$ cat src/rtl/core/cmts_pkg.sv
// shared types and constants of the cube map texel select pipeline
package cmts_pkg;

  localparam int unsigned CompW = 16;
  localparam int unsigned SizeW = 15;
  localparam int unsigned TexW  = 14;
  localparam int unsigned SumW  = CompW + 1;
  localparam int unsigned NumW  = SumW + TexW;
  localparam int unsigned AddrW = 3;
  localparam int unsigned DataW = 32;

  localparam logic [SizeW-1:0] FaceSizeReset = 15'd1024;
  localparam logic [SizeW-1:0] FaceSizeMax   = 15'd16384;
  localparam logic [AddrW-1:0] AddrFaceSize  = 3'd0;

  typedef enum logic [2:0] {
    FacePosX = 3'd0,
    FaceNegX = 3'd1,
    FacePosY = 3'd2,
    FaceNegY = 3'd3,
    FacePosZ = 3'd4,
    FaceNegZ = 3'd5
  } face_e;

  typedef struct packed {
    logic signed [CompW-1:0] dir_x;
    logic signed [CompW-1:0] dir_y;
    logic signed [CompW-1:0] dir_z;
  } in_t;

  typedef struct packed {
    logic [TexW-1:0] texel_u;
    logic [TexW-1:0] texel_v;
    logic [2:0]      face;
    logic            zero_direction;
  } out_t;

  // projected coordinates, offset by the major magnitude
  typedef struct packed {
    logic [SumW-1:0]  sum_u;
    logic [SumW-1:0]  sum_v;
    logic [CompW-1:0] mag;
    face_e            face;
    logic             zero;
  } proj_t;

  // state of both restoring dividers
  typedef struct packed {
    logic [NumW-1:0] rem_u;
    logic [NumW-1:0] rem_v;
    logic [TexW-1:0] quo_u;
    logic [TexW-1:0] quo_v;
    logic [SumW-1:0] den;
    face_e           face;
    logic            zero;
  } div_t;

endpackage

$ cat src/rtl/core/cmts_face_sel.sv
// major axis face selection and projection stage
module cmts_face_sel (
  input  logic            clk_i,
  input  logic            rst_ni,
  input  logic            valid_i,
  output logic            stall_o,
  input  cmts_pkg::in_t   data_i,
  output logic            valid_o,
  input  logic            stall_i,
  output cmts_pkg::proj_t data_o
);
  import cmts_pkg::*;

  logic [SumW-1:0]  x_e, y_e, z_e;
  logic [SumW-1:0]  nx, ny, nz;
  logic [CompW-1:0] ax, ay, az;
  logic [SumW-1:0]  cu, cv;
  logic [SumW:0]    su, sv;
  proj_t            proj_d, proj_q;
  logic             valid_q;

  always_comb begin
    x_e = {data_i.dir_x[CompW-1], data_i.dir_x};
    y_e = {data_i.dir_y[CompW-1], data_i.dir_y};
    z_e = {data_i.dir_z[CompW-1], data_i.dir_z};
    nx  = SumW'(0) - x_e;
    ny  = SumW'(0) - y_e;
    nz  = SumW'(0) - z_e;
    // most negative value comes out exact as an unsigned magnitude
    ax  = x_e[SumW-1] ? nx[CompW-1:0] : x_e[CompW-1:0];
    ay  = y_e[SumW-1] ? ny[CompW-1:0] : y_e[CompW-1:0];
    az  = z_e[SumW-1] ? nz[CompW-1:0] : z_e[CompW-1:0];

    proj_d.zero = (ax == '0) && (ay == '0) && (az == '0);

    if (ay >= ax && ay >= az) begin
      proj_d.mag = ay;
      cu = x_e;
      if (!y_e[SumW-1]) begin
        proj_d.face = FacePosY;
        cv = z_e;
      end else begin
        proj_d.face = FaceNegY;
        cv = nz;
      end
    end else if (ax >= az) begin
      proj_d.mag = ax;
      cv = ny;
      if (!x_e[SumW-1]) begin
        proj_d.face = FacePosX;
        cu = nz;
      end else begin
        proj_d.face = FaceNegX;
        cu = z_e;
      end
    end else begin
      proj_d.mag = az;
      cv = ny;
      if (!z_e[SumW-1]) begin
        proj_d.face = FacePosZ;
        cu = x_e;
      end else begin
        proj_d.face = FaceNegZ;
        cu = nx;
      end
    end

    // c + m lies in 0 .. 2m
    su = {cu[SumW-1], cu} + {2'b00, proj_d.mag};
    sv = {cv[SumW-1], cv} + {2'b00, proj_d.mag};
    proj_d.sum_u = su[SumW-1:0];
    proj_d.sum_v = sv[SumW-1:0];
  end

  assign stall_o = valid_q && stall_i;

  always_ff @(posedge clk_i or negedge rst_ni) begin
    if (!rst_ni) begin
      valid_q <= 1'b0;
    end else if (!stall_o) begin
      valid_q <= valid_i;
    end
  end

  always_ff @(posedge clk_i) begin
    if (!stall_o) begin
      proj_q <= proj_d;
    end
  end

  assign valid_o = valid_q;
  assign data_o  = proj_q;

endmodule

$ cat src/rtl/core/cmts_scale.sv
// scaling multiply stage, sets up both dividers
module cmts_scale (
  input  logic                       clk_i,
  input  logic                       rst_ni,
  input  logic                       valid_i,
  output logic                       stall_o,
  input  cmts_pkg::proj_t            data_i,
  input  logic [cmts_pkg::TexW-1:0]  scale_i,
  output logic                       valid_o,
  input  logic                       stall_i,
  output cmts_pkg::div_t             data_o
);
  import cmts_pkg::*;

  div_t div_d, div_q;
  logic valid_q;

  always_comb begin
    div_d.rem_u = {{TexW{1'b0}}, data_i.sum_u} * {{SumW{1'b0}}, scale_i};
    div_d.rem_v = {{TexW{1'b0}}, data_i.sum_v} * {{SumW{1'b0}}, scale_i};
    div_d.quo_u = '0;
    div_d.quo_v = '0;
    div_d.den   = {data_i.mag, 1'b0};
    div_d.face  = data_i.face;
    div_d.zero  = data_i.zero;
  end

  assign stall_o = valid_q && stall_i;

  always_ff @(posedge clk_i or negedge rst_ni) begin
    if (!rst_ni) begin
      valid_q <= 1'b0;
    end else if (!stall_o) begin
      valid_q <= valid_i;
    end
  end

  always_ff @(posedge clk_i) begin
    if (!stall_o) begin
      div_q <= div_d;
    end
  end

  assign valid_o = valid_q;
  assign data_o  = div_q;

endmodule

$ cat src/rtl/core/cmts_div_step.sv
// one quotient bit of the two restoring dividers
module cmts_div_step #(
  parameter int unsigned Bit = 0
) (
  input  logic           clk_i,
  input  logic           rst_ni,
  input  logic           valid_i,
  output logic           stall_o,
  input  cmts_pkg::div_t data_i,
  output logic           valid_o,
  input  logic           stall_i,
  output cmts_pkg::div_t data_o
);
  import cmts_pkg::*;

  logic [NumW-1:0] dsh;
  div_t            div_d, div_q;
  logic            valid_q;

  always_comb begin
    dsh   = {{TexW{1'b0}}, data_i.den} << Bit;
    div_d = data_i;
    if (data_i.rem_u >= dsh) begin
      div_d.rem_u      = data_i.rem_u - dsh;
      div_d.quo_u[Bit] = 1'b1;
    end
    if (data_i.rem_v >= dsh) begin
      div_d.rem_v      = data_i.rem_v - dsh;
      div_d.quo_v[Bit] = 1'b1;
    end
  end

  assign stall_o = valid_q && stall_i;

  always_ff @(posedge clk_i or negedge rst_ni) begin
    if (!rst_ni) begin
      valid_q <= 1'b0;
    end else if (!stall_o) begin
      valid_q <= valid_i;
    end
  end

  always_ff @(posedge clk_i) begin
    if (!stall_o) begin
      div_q <= div_d;
    end
  end

  assign valid_o = valid_q;
  assign data_o  = div_q;

endmodule

$ cat src/rtl/core/cube_map_texel_select.sv
// cube map texel select: top level with register port and pipeline
//
//   channel  direction  handshake               payload
//   in       input      in_valid_i / in_stall_o  in_data_i (dir_x, dir_y, dir_z)
//   out      output     out_valid_o / out_stall_i out_data_o (texel_u/v, face, zero)
//   apb      input      psel, penable, pready    paddr, pwdata, prdata (face_size)
//
// one transaction per cycle while the output is not stalled; the stages are one face select stage,
// one multiply stage and one stage per quotient bit of the 14 bit divider
// every stage has its own valid bit and holds only while full and stalled,
// so empty stages keep filling behind a stalled result
// reset empties the pipeline and sets face_size to 1024
module cube_map_texel_select (
  input  logic                         clk_i,
  input  logic                         rst_ni,
  input  logic                         in_valid_i,
  output logic                         in_stall_o,
  input  cmts_pkg::in_t                in_data_i,
  output logic                         out_valid_o,
  input  logic                         out_stall_i,
  output cmts_pkg::out_t               out_data_o,
  input  logic                         psel,
  input  logic                         penable,
  input  logic                         pwrite,
  input  logic [cmts_pkg::AddrW-1:0]   paddr,
  input  logic [cmts_pkg::DataW-1:0]   pwdata,
  output logic [cmts_pkg::DataW-1:0]   prdata,
  output logic                         pready
);
  import cmts_pkg::*;

  logic [SizeW-1:0] face_size_q, face_size_d;
  logic [SizeW-1:0] size_eff, size_m1;
  logic [TexW-1:0]  scale;

  proj_t proj;
  logic  proj_valid, proj_stall;
  div_t  div_data  [TexW+1];
  logic  div_valid [TexW+1];
  logic  div_stall [TexW+1];
  div_t  last;

  // register port
  assign pready = 1'b1;
  assign prdata = {{(DataW-SizeW){1'b0}}, face_size_q};

  always_comb begin
    face_size_d = face_size_q;
    if (psel && penable && pwrite && paddr == AddrFaceSize) begin
      face_size_d = pwdata[SizeW-1:0];
    end
  end

  always_ff @(posedge clk_i or negedge rst_ni) begin
    if (!rst_ni) begin
      face_size_q <= FaceSizeReset;
    end else begin
      face_size_q <= face_size_d;
    end
  end

  // zero size acts as one, oversize saturates
  always_comb begin
    if (face_size_q == '0) begin
      size_eff = SizeW'(1);
    end else if (face_size_q > FaceSizeMax) begin
      size_eff = FaceSizeMax;
    end else begin
      size_eff = face_size_q;
    end
    size_m1 = size_eff - SizeW'(1);
    scale   = size_m1[TexW-1:0];
  end

  cmts_face_sel u_face_sel (
    .clk_i   (clk_i),
    .rst_ni  (rst_ni),
    .valid_i (in_valid_i),
    .stall_o (in_stall_o),
    .data_i  (in_data_i),
    .valid_o (proj_valid),
    .stall_i (proj_stall),
    .data_o  (proj)
  );

  cmts_scale u_scale (
    .clk_i   (clk_i),
    .rst_ni  (rst_ni),
    .valid_i (proj_valid),
    .stall_o (proj_stall),
    .data_i  (proj),
    .scale_i (scale),
    .valid_o (div_valid[0]),
    .stall_i (div_stall[0]),
    .data_o  (div_data[0])
  );

  for (genvar i = 0; i < TexW; i++) begin : g_div
    cmts_div_step #(
      .Bit (TexW - 1 - i)
    ) u_step (
      .clk_i   (clk_i),
      .rst_ni  (rst_ni),
      .valid_i (div_valid[i]),
      .stall_o (div_stall[i]),
      .data_i  (div_data[i]),
      .valid_o (div_valid[i+1]),
      .stall_i (div_stall[i+1]),
      .data_o  (div_data[i+1])
    );
  end

  assign div_stall[TexW] = out_stall_i;
  assign last            = div_data[TexW];
  assign out_valid_o     = div_valid[TexW];

  // a zero vector divides by zero; its texels are forced here
  always_comb begin
    out_data_o.texel_u        = last.zero ? '0 : last.quo_u;
    out_data_o.texel_v        = last.zero ? '0 : last.quo_v;
    out_data_o.face           = last.face;
    out_data_o.zero_direction = last.zero;
  end

endmodule

$ cat config.mk
export PLATFORM = sky130hd
export DESIGN_NAME = cube_map_texel_select
export DESIGN_NICKNAME = d
export VERILOG_FILES = /design/src/rtl/core/cmts_pkg.sv /design/src/rtl/core/cmts_face_sel.sv /design/src/rtl/core/cmts_scale.sv /design/src/rtl/core/cmts_div_step.sv /design/src/rtl/core/cube_map_texel_select.sv
export SDC_FILE = /design/constraint.sdc
export NUM_CORES = 2
export LEC_CHECK = 0
export BUFFER_PORTS_ARGS = -buffer_cell sky130_fd_sc_hd__buf_4
export CAP_MARGIN = 10
export CORE_UTILIZATION = 30
export DETAILED_ROUTE_END_ITERATION = 7
export GPL_TIMING_DRIVEN = 0
export PLACE_DENSITY_LB_ADDON = 0.1
export RECOVER_POWER = 50
export SLEW_MARGIN = 20
export SYNTH_ARGS = -nofsm -noshare
export SYNTH_HDL_FRONTEND = slang
export SYNTH_SLANG_ARGS = --single-unit
$ cat constraint.sdc
create_clock -name clk_i -period 11.4 [get_ports clk_i]
set_clock_uncertainty 0.1 [all_clocks]
set_input_delay 2.28 -clock clk_i [delete_from_list [all_inputs] [get_ports clk_i]]
set_output_delay 2.28 -clock clk_i [all_outputs]
set_load 0.02 [all_outputs]
### After elaboration in Yosys (flattened, before gate mapping)

Index checks and enable logic that the tools add are counted.

| storage, ports and cells | value |
|---|---|
| input bits | 90 |
| word-level logic and storage cells | 285 |
| register bits | 1,447 |

| operators by class | value |
|---|---|
| add/subtract/negate cells | 32 |
| multiplexer cells | 44 |
| multipliers | 2 |
| reductions and logical operators | 27 |
| magnitude comparators | 32 |

Operators with widths:

| operator | count |
|---|---|
| 31-bit 2-to-1 mux | 26 |
| 17-bit 2-to-1 mux | 6 |
| 31-bit by 17-bit >= comparator with 1-bit output | 2 |
| 31-bit by 18-bit >= comparator with 1-bit output | 2 |
| 31-bit by 19-bit >= comparator with 1-bit output | 2 |
| 31-bit by 20-bit >= comparator with 1-bit output | 2 |
| 31-bit by 21-bit >= comparator with 1-bit output | 2 |
| 31-bit by 22-bit >= comparator with 1-bit output | 2 |
| 31-bit by 23-bit >= comparator with 1-bit output | 2 |
| 31-bit by 24-bit >= comparator with 1-bit output | 2 |
| 31-bit by 25-bit >= comparator with 1-bit output | 2 |
| 31-bit by 26-bit >= comparator with 1-bit output | 2 |
| 31-bit by 27-bit >= comparator with 1-bit output | 2 |
| 31-bit by 28-bit >= comparator with 1-bit output | 2 |
| 31-bit by 29-bit >= comparator with 1-bit output | 2 |
| 31-bit by 30-bit >= comparator with 1-bit output | 2 |
| 17-bit by 14-bit multiplier with 31-bit output | 2 |
| 31-bit by 18-bit subtractor with 31-bit output | 2 |
| 31-bit by 19-bit subtractor with 31-bit output | 2 |
| 31-bit by 20-bit subtractor with 31-bit output | 2 |
| 31-bit by 21-bit subtractor with 31-bit output | 2 |
| 31-bit by 22-bit subtractor with 31-bit output | 2 |
| 31-bit by 23-bit subtractor with 31-bit output | 2 |
| 31-bit by 24-bit subtractor with 31-bit output | 2 |
| 19 further kinds | 61 |

### Logic depth before layout (Yosys ltp)

| depth | value |
|---|---|
| depth in word-level cells | 16 |
| mapped depth | 34 |
| gate-level depth less buffers | 31 |

### Hierarchy

A second synthesis with hierarchy kept.

| second synthesis, totals | value |
|---|---|
| cells, all modules | 10,126 |
| area, all modules | 111,236.7 µm² |

Modules (own cells, without submodules):

| module | area each (µm²) | cells an instance | instances |
|---|---|---|---|
| cmts_scale | 18,443.9 | 1,935 | 1 |
| cmts_face_sel | 6,917.9 | 859 | 1 |
| cmts_div_step (g_div[11].u_step) | 6,334.8 | 561 | 1 |
| cmts_div_step (g_div[13].u_step) | 6,329.8 | 554 | 1 |
| cmts_div_step (g_div[12].u_step) | 6,262.3 | 562 | 1 |
| cmts_div_step (g_div[8].u_step) | 6,118.4 | 518 | 1 |
| cmts_div_step (g_div[6].u_step) | 6,115.9 | 524 | 1 |
| cmts_div_step (g_div[9].u_step) | 6,088.3 | 528 | 1 |
| cmts_div_step (g_div[10].u_step) | 6,082.1 | 528 | 1 |
| cmts_div_step (g_div[7].u_step) | 6,012.0 | 526 | 1 |
| cmts_div_step (g_div[4].u_step) | 5,972.0 | 500 | 1 |
| cmts_div_step (g_div[3].u_step) | 5,938.2 | 503 | 1 |
| cmts_div_step (g_div[0].u_step) | 5,878.1 | 476 | 1 |
| cmts_div_step (g_div[5].u_step) | 5,855.6 | 466 | 1 |
| +3 rows | n/a | n/a | n/a |

### Least setup slack after synthesis

OpenSTA, ideal clock, no wires.

| path | value |
|---|---|
| path kind | in2out |
| start | input out_stall_i |
| end | output in_stall_o |
| setup slack | -0.677 ns |
| stages on the path | 6 |
| required time | 9.020 ns |
| arrival | 9.697 ns |
| buffers on the path | 0 |
| path through | and3_1 > nand4_1 > nor3_1 > and2_1 > nand3_1 > nor2_1 |

| between the ends | value |
|---|---|
| longest elaborated chain between the ends | 16 |

RTL lines:

| what | RTL line | RTL |
|---|---|---|
| start, declared | cube_map_texel_select.sv:20 | `input logic out_stall_i,` |
| 1-bit logical AND (14 in series) | cmts_div_step.sv:33 | `assign stall_o = valid_q && stall_i;` |
| 1-bit logical AND | cmts_scale.sv:28 | `assign stall_o = valid_q && stall_i;` |
| 1-bit logical AND | cmts_face_sel.sv:75 | `assign stall_o = valid_q && stall_i;` |
| end, declared | cube_map_texel_select.sv:17 | `output logic in_stall_o,` |

No other way between the ends.

==> impl_metrics.toml <==
[routing]
firstDrtPassIters = 5
drc_errors = 0
ant_nets = 0
dr.first_iter.drc_count = 4524
avgViaCountPerCell = 4.92
wl_per_cell_um = 22.5
drt-total-wl_um = 293000
num_vias = 64200

[cells_and_area]
fin_cells = 13100
final_layout_size_suffix_gt1_share_pct = 6.44
nets = 9983
area_growth_pct = 13.2
final_cell_area_um2 = 106000

[floorplan]
ioPinCount = 157
num_rows = 204
die_w_um = 560
fp.dieH_um = 560
start_util_pct = 30.2
fp.coreArea_um2 = 309000
dieArea_um2 = 314000

[global_routing]
grtUsageTotal_pct = 18.4
grt_max_degree = 84
grt_overflow = 0
grt_first_pass_wirelength_um = 431000
antenna_found_initial = 11
grt_pass1_vias = 65300

[clocking]
cts_buffers = 177
clkSinkCount = 1447
clock_path_buffers = 4
cts_max_level = 4
cts_tree = "built"
cts_root_buf = "clkbuf_16"
cts.clk_slew.worst_paths_ns = 0.06
clk_latency_ns = 0.86
post_cts_buffers = 0

[sta]
relSlewSlack_pct = -176
timing.hold.ws_ns = 0.257
fin_setup_tns_ns = 0
rsz0062_at_grt = "no"
max_freq_mhz = 93.1
post-route-period-util_pct = 94.3
worstMarginPinSlew_ns = 4.14
slew_violations = 364
setup_viol = 0
final_hold_viol_count = 0
fin_crit_ns = 10.75

[critical_path]
critPathMostFrequentCell = "fa_1"
path_buf_inv = 7
critPathMaxStageDelay_ns = 0.72
startpoint_type = "register"
path_class = "register to register"
crit_family = "adder cells"
endpoint_kind = "register"
crit_slowest_cell = "clkbuf_1"
arrival_ns = 11.18
crit_fanout = 10
cp.required_ns = 11.83

[logic_synthesis]
yosysSeqAreaShare_pct = 46.3
synth_cell_types = 87
synth_area_leaders = "edfxtp_1, ha_1, fa_1"
syn_area_um2 = 93500
synthCells = 8444
syn_avg_cell_area_um2 = 11.1
synth_flop_cell = "edfxtp_1"
ys_warn_count = 0
synth_top_area_share_pct = 45.5
yosysMostFrequentCell = "edfxtp_1"
yosysTopAreaCell = "edfxtp_1"
synth_edf_count = 1416
ys_ff_latch = 1447
yosys-top-cells-count = "edfxtp_1, inv_1, ha_1"
synthArstFlopShare_pct = 2.14

[run_status]
failed_checks = "max-capacitance violations, max-slew violations"
status = "finished with violations"

[flow_run]
max_cap_viol_count = 8

[min_path]
hold_path.class = "register to register"

[placement]
gp_congestion = 0.867
dp_cells = 12700
placed_cell_area_um2 = 100000
portBuffers = 113
dp_hpwl_um = 238000
worst register-to-register path: cells and delay by family (launching register included):
family | cells | cell delay, ns
buffers and inverters | 7 | 1.97
flip-flops | 1 | 0.50
AO/OA/AOI/OAI | 11 | 3.11
XOR/XNOR | 1 | 0.09
adder cells (fa/ha/maj) | 8 | 3.69
AND/OR/NAND/NOR | 5 | 1.00
layer usage:
metal | vias to the layer above | global-route usage, % | wire, um
li1 | 30800 | - | -
met1 | 31900 | 24.3 | 132000
met3 | 309 | 1.69 | 9860
met2 | 1258 | 32.1 | 144000
met5 | - | 0 | 0
met4 | 0 | 4.79 | 7510
layout make-up:
cell class | count | area, um2
clock inverter | 116 | 1130
antenna | 2 | 5.00
buffer | 225 | 930
timing repair buffer | 148 | 1290
sequential | 1447 | 43300
clock buffer | 207 | 4580
fill | 31000 | 204000
multi-input combinational | 5953 | 46300
inverter | 834 | 3140
tap | 4120 | 5150
path summary, 6_finish.rpt:
kind,start,endpoint,slack (ns),depth (start not counted)
worst max-delay path,face_size_q[8]$_DFFE_PN0P_,u_scale.data_o[79]$_DFFE_PN_,0.65,32
worst min-delay path,g_div[4].u_step.data_o[2]$_DFFE_PN_,g_div[5].u_step.data_o[2]$_DFFE_PN_,0.26,0
worst max register to register,face_size_q[8]$_DFFE_PN0P_,u_scale.data_o[79]$_DFFE_PN_,0.65,32
worst min register to register,g_div[4].u_step.data_o[2]$_DFFE_PN_,g_div[5].u_step.data_o[2]$_DFFE_PN_,0.26,0
max in group asynchronous,rst_ni,g_div[0].u_step.valid_o$_DFFE_PN0N_,7.34,1
min in group asynchronous,rst_ni,g_div[1].u_step.valid_o$_DFFE_PN0N_,2.24,1
registers in the layout, indices dropped and copies added (netlist names):
register and count:
g_div.u_step.data_o 1280, g_div.u_step.valid_o 14, u_scale.data_o 82, u_face_sel.data_o 54, u_face_sel.valid_o 1, u_scale.valid_o 1
face_size_q 15
layout by cell type, fill, tap and decap left out, drive strengths merged, types with 164 or more instances in the layout:
cell / instances
a21o: 210
and2: 183
nor2: 531
o21ai: 363
nor3: 164
xor2: 283
fa: 382
clkbuf: 432
edfxtp: 1416
inv: 840
nand2: 706
a21oi: 556
ha: 725
xnor2: 367
logic make-up (layout without fill, tap and decap cells):
| family | Yosys count | count (layout) | share of synthesized area, % |
|---|---|---|---|
| fa+ha+maj | 1107 | 1107 | 17.9 |
| compound gates | 1628 | 1628 | 10.9 |
| other cells | 2 | 20 | 0.00803 |
| buf+inv | 1060 | 1530 | 4.36 |
| simple gates | 2405 | 2405 | 12.8 |
| mux | 145 | 145 | 1.71 |
| flops | 1447 | 1447 | 46.3 |
| xor+xnor | 650 | 650 | 6.09 |
stage by stage:
stage	util, %	worst slack [ns]
detailed placement	32.5	-0.235
global route	34.2	0.0614
CTS	34.3	0.308
floorplan	-	0.432
global placement	32.2	-3.28
finish	34.2	0.653
what timing repair did:
action,CTS,global route
hold buffers,0,0
resized for setup,2,3
setup endpoints to repair,2,2
Power is not shown: default switching activity piles up to over one toggle a cycle in this logic, so the estimate is an artifact.
